`config.mk`:
```
export PLATFORM = sky130hd
export DESIGN_NAME = age_weighted_roulette_picker_unit
export DESIGN_NICKNAME = d
export VERILOG_FILES = /design/src/awrp_pkg.sv /design/src/age_weighted_roulette_picker_unit.sv /design/src/awrp_recip.sv
export SDC_FILE = /design/constraint.sdc
export NUM_CORES = 2
export LEC_CHECK = 0
export BUFFER_PORTS_ARGS = -buffer_cell sky130_fd_sc_hd__buf_2
export CAP_MARGIN = 20
export CORE_AREA = 2 2 507 509
export CTS_CLUSTER_SIZE = 24
export DETAILED_ROUTE_END_ITERATION = 10
export DIE_AREA = 0 0 509 511
export PLACE_DENSITY = 0.7
export SLEW_MARGIN = 20
export SYNTH_ARGS = -nofsm -noshare
export SYNTH_HDL_FRONTEND = slang
export SYNTH_SLANG_ARGS = --single-unit
```
`constraint.sdc`:
```
create_clock -name clk -period 11.6 [get_ports clk]
set_input_delay 1.16 -clock clk [delete_from_list [all_inputs] [get_ports clk]]
set_output_delay 1.16 -clock clk [all_outputs]
set_load 0.005 [all_outputs]
```
`src/awrp_pkg.sv`:
```
// ----------------------------------------------------------------------------
// awrp_pkg
// Shared types and codes of the age weighted roulette picker: request and
// response words, request codes and status codes.
// ----------------------------------------------------------------------------
package awrp_pkg;

	localparam int ID_W      = 16;
	localparam int STAMP_W   = 32;
	localparam int FRAC_W    = 16;
	localparam int ENTRIES_W = 7;

	localparam logic [1:0] REQ_CLEAR  = 2'd0;
	localparam logic [1:0] REQ_APPEND = 2'd1;
	localparam logic [1:0] REQ_DRAW   = 2'd2;

	localparam logic [1:0] STAT_OK    = 2'd0;
	localparam logic [1:0] STAT_EMPTY = 2'd1;
	localparam logic [1:0] STAT_FULL  = 2'd2;

	typedef struct packed {
		logic [1:0]         req_type;
		logic [ID_W-1:0]    entry_id;
		logic [STAMP_W-1:0] last_used;
		logic [FRAC_W-1:0]  random_fraction;
	} req_word_t;

	typedef struct packed {
		logic [ID_W-1:0]      picked_id;
		logic [1:0]           status;
		logic [ENTRIES_W-1:0] entries_left;
	} rsp_word_t;

endpackage

```
`src/age_weighted_roulette_picker_unit.sv`:
```
// ----------------------------------------------------------------------------
// age_weighted_roulette_picker_unit
// List of id/weight entries with weight floor(2^WFB/(age+1)); draws one
// entry by roulette selection over the running prefix and removes it.
// ----------------------------------------------------------------------------
//  channel  dir  handshake              word
//  req      in   req_valid/req_ready    awrp_pkg::req_word_t
//  rsp      out  rsp_valid/rsp_ready    awrp_pkg::rsp_word_t
//  cfg      in   cfg_wr_en              current_cycle, 32 bits
//
// clear and unused codes go straight to the response state, an append waits
// on the reciprocal unit (it resolves one quotient bit a cycle), and a draw
// walks the list: the list memory gives one read a cycle for the
// prefix walk and then for closing the gap. One request is worked at a time;
// a finished word waits in the output register while the next request is
// taken. Reset clears count, total and current_cycle; the list memory is not
// cleared, only entries below the count are read.
// ----------------------------------------------------------------------------
module age_weighted_roulette_picker_unit #(
	parameter int MAX_ENTRIES      = 64,
	parameter int WEIGHT_FRAC_BITS = 16
) (
	input  logic                  clk,
	input  logic                  arst_n,
	input  logic                  req_valid,
	output logic                  req_ready,
	input  awrp_pkg::req_word_t   req_word,
	output logic                  rsp_valid,
	input  logic                  rsp_ready,
	output awrp_pkg::rsp_word_t   rsp_word,
	input  logic                  cfg_wr_en,
	input  logic [31:0]           cfg_wr_data
);

	localparam int IW = $clog2(MAX_ENTRIES);
	localparam int CW = $clog2(MAX_ENTRIES + 1);
	localparam int WW = WEIGHT_FRAC_BITS + 1;
	localparam int TW = WW + IW;
	localparam int SW = TW + awrp_pkg::FRAC_W;
	localparam int EW = awrp_pkg::ID_W + WW;
	localparam int DW = awrp_pkg::STAMP_W + 1;

	typedef enum logic [2:0] {
		ST_IDLE,
		ST_APP_DIV,
		ST_SCAN,
		ST_SHIFT,
		ST_RESP
	} state_t;

	state_t                        state_q;
	logic [CW-1:0]                 cnt_q;
	logic [TW-1:0]                 tot_q;
	logic [awrp_pkg::STAMP_W-1:0]  cur_cycle_q;
	logic                          rsp_valid_q;
	awrp_pkg::rsp_word_t           rsp_q;
	logic [awrp_pkg::ID_W-1:0]     pick_id_q;
	logic [1:0]                    status_q;
	logic [awrp_pkg::ID_W-1:0]     id_q;
	logic [SW-1:0]                 scaled_q;
	logic [TW-1:0]                 prefix_q;
	logic [CW-1:0]                 idx_q;
	logic [CW-1:0]                 src_q;
	logic                          scan_vld_s1;
	logic [IW-1:0]                 scan_idx_s1;
	logic                          shf_vld_s1;
	logic [IW-1:0]                 shf_dst_s1;

	logic [EW-1:0]                 mem [MAX_ENTRIES];
	logic [EW-1:0]                 mem_rd_q;
	logic [IW-1:0]                 rd_addr;
	logic                          mem_we;
	logic [IW-1:0]                 mem_wa;
	logic [EW-1:0]                 mem_wd;

	logic                          req_fire;
	logic                          div_start;
	logic [DW-1:0]                 div_divisor;
	logic                          div_done;
	logic [WW-1:0]                 div_quot;

	logic [awrp_pkg::ID_W-1:0]     rd_id;
	logic [WW-1:0]                 rd_w;
	logic [TW-1:0]                 psum;
	logic                          hit;
	logic                          last;

	assign req_ready = (state_q == ST_IDLE);
	assign req_fire  = req_valid && req_ready;
	assign rsp_valid = rsp_valid_q;
	assign rsp_word  = rsp_q;

	// age wraps modulo 2^32, the +1 may reach 2^32
	assign div_start   = req_fire && (req_word.req_type == awrp_pkg::REQ_APPEND)
		&& (cnt_q < CW'(MAX_ENTRIES));
	assign div_divisor = {1'b0, cur_cycle_q - req_word.last_used} + DW'(1);

	awrp_recip #(
		.WFB(WEIGHT_FRAC_BITS)
	) u_recip (
		.clk    (clk),
		.arst_n (arst_n),
		.start  (div_start),
		.divisor(div_divisor),
		.done   (div_done),
		.quot   (div_quot)
	);

	always_comb begin
		rd_id = mem_rd_q[EW-1 -: awrp_pkg::ID_W];
		rd_w  = mem_rd_q[WW-1:0];
		psum  = prefix_q + TW'(rd_w);
		hit   = ({psum, {awrp_pkg::FRAC_W{1'b0}}} >= scaled_q);
		last  = (CW'(scan_idx_s1) == (cnt_q - CW'(1)));
		rd_addr = (state_q == ST_SHIFT) ? src_q[IW-1:0] : idx_q[IW-1:0];
		mem_we = 1'b0;
		mem_wa = shf_dst_s1;
		mem_wd = mem_rd_q;
		if (state_q == ST_APP_DIV && div_done) begin
			mem_we = 1'b1;
			mem_wa = cnt_q[IW-1:0];
			mem_wd = {id_q, div_quot};
		end else if (state_q == ST_SHIFT && shf_vld_s1) begin
			mem_we = 1'b1;
		end
	end

	always_ff @(posedge clk) begin
		if (mem_we) begin
			mem[mem_wa] <= mem_wd;
		end
		mem_rd_q <= mem[rd_addr];
	end

	always_ff @(posedge clk or negedge arst_n) begin
		if (!arst_n) begin
			state_q     <= ST_IDLE;
			cnt_q       <= '0;
			tot_q       <= '0;
			cur_cycle_q <= '0;
			rsp_valid_q <= 1'b0;
			rsp_q       <= '0;
			pick_id_q   <= '0;
			status_q    <= awrp_pkg::STAT_OK;
			id_q        <= '0;
			scaled_q    <= '0;
			prefix_q    <= '0;
			idx_q       <= '0;
			src_q       <= '0;
			scan_vld_s1 <= 1'b0;
			scan_idx_s1 <= '0;
			shf_vld_s1  <= 1'b0;
			shf_dst_s1  <= '0;
		end else begin
			if (cfg_wr_en) begin
				cur_cycle_q <= cfg_wr_data;
			end
			// the response state loads the register itself
			if (rsp_valid_q && rsp_ready && state_q != ST_RESP) begin
				rsp_valid_q <= 1'b0;
			end
			case (state_q)
				ST_IDLE: begin
					if (req_fire) begin
						pick_id_q   <= '0;
						status_q    <= awrp_pkg::STAT_OK;
						id_q        <= req_word.entry_id;
						prefix_q    <= '0;
						idx_q       <= '0;
						scan_vld_s1 <= 1'b0;
						shf_vld_s1  <= 1'b0;
						scaled_q    <= SW'(req_word.random_fraction) * SW'(tot_q);
						state_q     <= ST_RESP;
						case (req_word.req_type)
							awrp_pkg::REQ_CLEAR: begin
								cnt_q <= '0;
								tot_q <= '0;
							end
							awrp_pkg::REQ_APPEND: begin
								if (cnt_q >= CW'(MAX_ENTRIES)) begin
									status_q <= awrp_pkg::STAT_FULL;
								end else begin
									state_q <= ST_APP_DIV;
								end
							end
							awrp_pkg::REQ_DRAW: begin
								if (cnt_q == '0) begin
									status_q <= awrp_pkg::STAT_EMPTY;
								end else begin
									state_q <= ST_SCAN;
								end
							end
							default: begin
							end
						endcase
					end
				end
				ST_APP_DIV: begin
					if (div_done) begin
						tot_q   <= tot_q + TW'(div_quot);
						cnt_q   <= cnt_q + CW'(1);
						state_q <= ST_RESP;
					end
				end
				ST_SCAN: begin
					// one read issued a cycle, checked in the cycle after
					if (idx_q < cnt_q) begin
						scan_vld_s1 <= 1'b1;
						scan_idx_s1 <= idx_q[IW-1:0];
						idx_q       <= idx_q + CW'(1);
					end else begin
						scan_vld_s1 <= 1'b0;
					end
					if (scan_vld_s1) begin
						if (hit || last) begin
							pick_id_q  <= rd_id;
							tot_q      <= tot_q - TW'(rd_w);
							cnt_q      <= cnt_q - CW'(1);
							src_q      <= CW'(scan_idx_s1) + CW'(1);
							shf_vld_s1 <= 1'b0;
							state_q    <= ST_SHIFT;
						end else begin
							prefix_q <= psum;
						end
					end
				end
				ST_SHIFT: begin
					// move each later entry down one place
					if (src_q <= cnt_q) begin
						shf_vld_s1 <= 1'b1;
						shf_dst_s1 <= IW'(src_q - CW'(1));
						src_q      <= src_q + CW'(1);
					end else begin
						shf_vld_s1 <= 1'b0;
						if (!shf_vld_s1) begin
							state_q <= ST_RESP;
						end
					end
				end
				ST_RESP: begin
					if (!rsp_valid_q || rsp_ready) begin
						rsp_valid_q        <= 1'b1;
						rsp_q.picked_id    <= pick_id_q;
						rsp_q.status       <= status_q;
						rsp_q.entries_left <= awrp_pkg::ENTRIES_W'(cnt_q);
						state_q            <= ST_IDLE;
					end
				end
				default: begin
					state_q <= ST_IDLE;
				end
			endcase
		end
	end

	a_div_in_append: assert property (@(posedge clk) disable iff (!arst_n)
		div_done |-> (state_q == ST_APP_DIV))
		else $error("reciprocal finished outside an append");

	a_count_bound: assert property (@(posedge clk) disable iff (!arst_n)
		cnt_q <= CW'(MAX_ENTRIES))
		else $error("entry count above list size");

	a_empty_total: assert property (@(posedge clk) disable iff (!arst_n)
		(cnt_q == '0) |-> (tot_q == '0))
		else $error("empty list with non-zero total");

	a_scan_in_list: assert property (@(posedge clk) disable iff (!arst_n)
		(state_q == ST_SCAN && scan_vld_s1) |-> (CW'(scan_idx_s1) < cnt_q))
		else $error("prefix walk read past the list");

endmodule

```
`src/awrp_recip.sv`:
```
// ----------------------------------------------------------------------------
// awrp_recip
// Restoring divider for floor(2^WFB / divisor), one quotient bit per cycle.
// ----------------------------------------------------------------------------
module awrp_recip #(
	parameter int WFB = 16
) (
	input  logic                          clk,
	input  logic                          arst_n,
	input  logic                          start,
	input  logic [awrp_pkg::STAMP_W:0]    divisor,
	output logic                          done,
	output logic [WFB:0]                  quot
);

	localparam int WW = WFB + 1;
	localparam int BW = $clog2(WW);
	localparam int DW = awrp_pkg::STAMP_W + 1;

	logic          busy_q;
	logic          done_q;
	logic [BW-1:0] bit_q;
	logic [DW-1:0] div_q;
	logic [DW-1:0] rem_q;
	logic [WW-1:0] quo_q;

	logic [DW:0]   sh;
	logic [DW:0]   diff;
	logic          ge;

	// dividend is a single one at the top bit
	always_comb begin
		sh   = {rem_q, (bit_q == BW'(WFB))};
		diff = sh - {1'b0, div_q};
		ge   = (sh >= {1'b0, div_q});
	end

	always_ff @(posedge clk or negedge arst_n) begin
		if (!arst_n) begin
			busy_q <= 1'b0;
			done_q <= 1'b0;
			bit_q  <= '0;
		end else begin
			done_q <= 1'b0;
			if (start) begin
				busy_q <= 1'b1;
				bit_q  <= BW'(WFB);
			end else if (busy_q) begin
				if (bit_q == '0) begin
					busy_q <= 1'b0;
					done_q <= 1'b1;
				end else begin
					bit_q <= bit_q - BW'(1);
				end
			end
		end
	end

	always_ff @(posedge clk) begin
		if (start) begin
			div_q <= divisor;
			rem_q <= '0;
			quo_q <= '0;
		end else if (busy_q) begin
			rem_q <= ge ? diff[DW-1:0] : sh[DW-1:0];
			quo_q <= {quo_q[WW-2:0], ge};
		end
	end

	assign done = done_q;
	assign quot = quo_q;

endmodule

```
==> results.md <==
Status:
- The flow ran to the end, and the final reports show no timing, DRC or antenna violations.

Synthesis:
- The cell with the most instances after synthesis is sky130_fd_sc_hd__edfxtp_1.
- Sorting the synthesized cells by how often they occur yields sky130_fd_sc_hd__edfxtp_1 (2,145), sky130_fd_sc_hd__nand2_1 (963), sky130_fd_sc_hd__mux4_2 (528), sky130_fd_sc_hd__inv_1 (463), sky130_fd_sc_hd__and2_1 (301).
- The cell area after technology mapping is 114,000 um2.
- The post-synthesis cell type count is slightly above 100.
- Of all flip-flops after synthesis, the portion carrying an async set or reset was 0.0906.
- The synthesized area per cell is roughly 15 um2.
- The biggest area contributor in the post-synthesis netlist is sky130_fd_sc_hd__edfxtp_1.
- The synthesized design contains about 2,100 enable-type register cells.
- The flip-flop cell with the highest count after synthesis is sky130_fd_sc_hd__edfxtp_1.
- Of the post-synthesis cell area, the dominant cell type holds 0.565.
- When the netlist entered floorplanning its net count stood at 8,191.
- The share of the yosys chip area belonging to registers is 0.628.
- After synthesis the netlist holds a flip-flop and latch count of roughly 2,500.
- The Yosys step of the flow raised 0 warnings.
- The post-synthesis instance total is around 7,500.
- By area the synthesized netlist is led by sky130_fd_sc_hd__edfxtp_1 (56%), sky130_fd_sc_hd__mux4_2 (10%), sky130_fd_sc_hd__fa_1 (5.2%), sky130_fd_sc_hd__dfrtp_1 (4.9%), sky130_fd_sc_hd__nand2_1 (3.2%).

Drt:
- The detailed-route wire length per cell is 24.6 um.
- After detailed routing, the met3 layer carries about 24,000 um of wire.
- The total detailed-routing wirelength is 277,000 um.
- The met2 wirelength from detailed routing is roughly 130,000 um.
- After detailed routing, no signal wire sits above met5.
- Dividing the detail-routed via count by the number of cells gives 5.87.
- The DRC violations left is 0.
- After detailed routing, the wire length on met1 is ~110,000 um.
- The first-iteration detailed-routing DRC count is around 7,400.
- The remaining antenna violation count is 0.
- The detailed-router iteration count before antenna repair is 9.
- The final route contains approximately 66,000 vias.

Clock network:
- The H-tree was split into 4 levels.
- The count of hold buffers inserted by post-cts repair is 0.
- The buffer cell driving the clock tree root is sky130_fd_sc_hd__clkbuf_16.
- The clock net in this run drives a total of 2,450 sinks.
- The clock tree from TritonCTS is done.
- Clock tree synthesis inserted a total of 235 buffers.
- The clock latency on the worst-skew pair is 0.94 ns.
- The buffers inserted during post-CTS setup optimization is 0.
- The number of gates resized after CTS was 0.
- After clock tree synthesis, the clock-pin slew on the worst setup and hold paths is approximately 0.070 ns.
- The clock passes through at most 3 buffers.

Place:
- In this run the cell area measured after placement is roughly 120,000 um2.
- Prior to clock tree synthesis, the placed netlist has a worst setup slack of approximately 3.4 ns.
- The number of input and output port buffers inserted is between 100 and 150.
- Routability-driven placement finished with a final weighted congestion of between 0.8 and 0.9.
- Detailed placement ended at an HPWL of 166,000 um.

Setup path:
- In this run the worst path has a maximum fanout of 18.
- By startpoint and endpoint, the worst setup path is classified as flop to flop.
- STA classifies the critical path startpoint as a flop.
- STA puts the critical path data arrival time at 8.21 ns.
- STA classifies the critical path endpoint as a flop.
- The data required time at the worst endpoint is about 12 ns.

Power and ir drop:
- The total power is about 33,000 uW.
- The reported leakage power is about 0.045 uW.
- Power spread over the standard cell area amounts to 258 nW/um2.
- The worst IR drop on VDD is 269 uV.

Global route:
- The global-route wire length before repair is 423,000 um.
- The number of antenna violations at the first check in global routing is 5.
- The number of global-route vias before repair was approximately 67,000.
- For this run, the total global-route usage over all layers was measured as 0.213.
- The remaining global-route overflow is 0.
- The largest net degree at the start of global routing is around 110.

STA:
- The number of hold violations in the final report is 0.
- The post-route worst setup slack is slightly above 4 ns.
- Across the routed clock network, the largest skew measured is 0.132 ns.
- For the final routed database, the setup TNS stands at 0 ns.
- Derived from the worst setup path, the maximum achievable clock frequency is between 0.1 and 0.15 GHz.
- The number of endpoints failing setup at the final stage is 0.
- The number of max-slew violations in the final report is 0.
- Dividing the final minimum period by the clock period gives 0.648.
- The post-route minimum period is between 7 and 8 ns.
- The headroom to the max-slew limit is 0.141.
- The transition time at the pin with the least slew margin is roughly 1.3 ns.
- Setup repair after global routing left no endpoint under its margin.

Finish:
- The number of nets in the finished design is around 8,300.
- In the final layout, the share of cells above drive strength 1 is 0.175.
- The number of inserted filler cells in the final layout is between 20,000 and 25,000.
- Compared with the post-synthesis result, the final layout area differs by 11.7%.
- The finished cells cover roughly 130,000 um2.
- The fraction of the core area covered by cells at the end of the flow is 0.499.

Floorplanning:
- The horizontal die dimension is ~510 um.
- The cell row count is between 150 and 200.
- The height of the die is 511 um.
- For this configuration, the core starts out at a cell density of 0.447.
- The die area is approximately 260,000 um2.
- The area of the placeable core is 255,000 um2.
- 130 I/O pins were placed.

Min path:
- The worst hold path belongs to the class input pin to asynchronous set/reset pin.

Run:
- Across the run, the number of max-cap violations was 0.
per-layer routing:
layer | GRT usage | vias to the layer above
met1 | 0.301 | 34200
met2 | 0.345 | 2845
met3 | 0.0360 | 437
met4 | 0.0506 | 4
li1 | - | 28400
met5 | 0 | -
layout make-up:
type / instances / area (um2) / area share
clock inverter: 133 / 1680 / 0.0132
antenna: 3 / 7.51 / 0.0000590
timing repair buffer: 268 / 1840 / 0.0144
multi-input combinational: 4209 / 39800 / 0.312
tap: 3384 / 4230 / 0.0333
inverter: 466 / 1750 / 0.0137
sequential: 2450 / 71600 / 0.563
clock buffer: 312 / 6410 / 0.0504
logic make-up (layout without fill, tap and decap cells):
group | count (synthesis) | in the layout | share of synthesized area
buffers and inverters | 871 | 1179 | 0.0301
AND/OR/NAND/NOR | 1785 | 1785 | 0.0722
AO/OA/AOI/OAI | 1067 | 1067 | 0.0620
adder cells (fa/ha/maj) | 558 | 558 | 0.0807
other | 0 | 3 | 0
XOR/XNOR | 177 | 177 | 0.0136
multiplexers | 622 | 622 | 0.113
flip-flops | 2450 | 2450 | 0.628
power breakdown:
| group | internal, uW | switching (uW) | total (uW) |
|---|---|---|---|
| Clock | 4510 | 3380 | 7900 |
| Sequential | 11200 | 617 | 11800 |
| Combinational | 5080 | 8090 | 13200 |
| Total | 20800 | 12100 | 32900 |
state kept, by name, summed over array words and instances, names as in the netlist, 16 cells and up:
name,flops
cur_cycle_q,32
id_q,16
mem,2112
mem_rd_q,33
pick_id_q,16
prefix_q,23
rsp_word,25
scaled_q,39
tot_q,23
u_recip.div_q,33
u_recip.quot,17
u_recip.rem_q,33
worst paths after layout:
path,from,to,slack (ns),cells past startpoint
worst min-delay path,arst_n,cur_cycle_q[27],0.26,1
worst max-delay path,tot_q[9],scaled_q[37],4.08,22
worst max register to register,tot_q[9],scaled_q[37],4.08,22
worst min register to register,mem_rd_q[30],pick_id_q[13],0.44,2
min in group clk,mem_rd_q[30],pick_id_q[13],0.44,2
max in group asynchronous,arst_n,scaled_q[24],9.38,3
cells in the final DEF (no fill, tap or decap), types with 62 or more instances in the layout:
cell / Yosys / final
sky130_fd_sc_hd__fa_1: 296 / 296
sky130_fd_sc_hd__xor2_1: 64 / 64
sky130_fd_sc_hd__inv_1: 463 / 462
sky130_fd_sc_hd__nor2_1: 231 / 166
sky130_fd_sc_hd__dfxtp_1: 83 / 83
sky130_fd_sc_hd__xnor2_1: 113 / 113
sky130_fd_sc_hd__and2_1: 301 / 300
sky130_fd_sc_hd__a31oi_1: 101 / 101
sky130_fd_sc_hd__buf_2: 100 / 128
sky130_fd_sc_hd__nand3_1: 64 / 62
sky130_fd_sc_hd__mux4_2: 528 / 528
sky130_fd_sc_hd__buf_4: 7 / 127
sky130_fd_sc_hd__clkbuf_16: 0 / 236
sky130_fd_sc_hd__dfrtp_1: 222 / 221
sky130_fd_sc_hd__nor2_4: 0 / 65
sky130_fd_sc_hd__a21oi_1: 209 / 209
sky130_fd_sc_hd__a311oi_1: 70 / 70
sky130_fd_sc_hd__a21o_1: 79 / 79
sky130_fd_sc_hd__ha_1: 262 / 262
sky130_fd_sc_hd__o21ai_0: 200 / 196
sky130_fd_sc_hd__a211oi_1: 201 / 201
sky130_fd_sc_hd__nand2_1: 963 / 929
sky130_fd_sc_hd__edfxtp_1: 2145 / 2145
per-stage QoR:
step	instances	hold WS [ns]
final	11200	0.262
after detailed placement	10800	0.464
after CTS	11200	0.239
after floorplan	7530	0.432
after global routing	11200	0.279
after global placement	10800	0.456
worst max-delay path, stage by stage (launching register included):
cell                        delay, ns
sky130_fd_sc_hd__dfrtp_1         1.00
sky130_fd_sc_hd__nand2_1         0.21
sky130_fd_sc_hd__fa_1            0.58
sky130_fd_sc_hd__inv_1           0.05
sky130_fd_sc_hd__fa_1            0.47
sky130_fd_sc_hd__inv_1           0.05
sky130_fd_sc_hd__fa_1            0.49
sky130_fd_sc_hd__inv_1           0.05
sky130_fd_sc_hd__fa_1            0.49
sky130_fd_sc_hd__fa_1            0.50
sky130_fd_sc_hd__inv_1           0.05
sky130_fd_sc_hd__fa_1            0.48
sky130_fd_sc_hd__inv_1           0.05
sky130_fd_sc_hd__ha_1            0.34
sky130_fd_sc_hd__o21a_1          0.15
sky130_fd_sc_hd__o211ai_1        0.08
sky130_fd_sc_hd__a22oi_1         0.26
sky130_fd_sc_hd__nand2_1         0.15
sky130_fd_sc_hd__o41ai_2         0.91
sky130_fd_sc_hd__a2111oi_0       0.37
sky130_fd_sc_hd__a211oi_1        0.37
sky130_fd_sc_hd__xnor2_1         0.16
sky130_fd_sc_hd__o21ai_0         0.09
(Power assumes the default switching activity.)
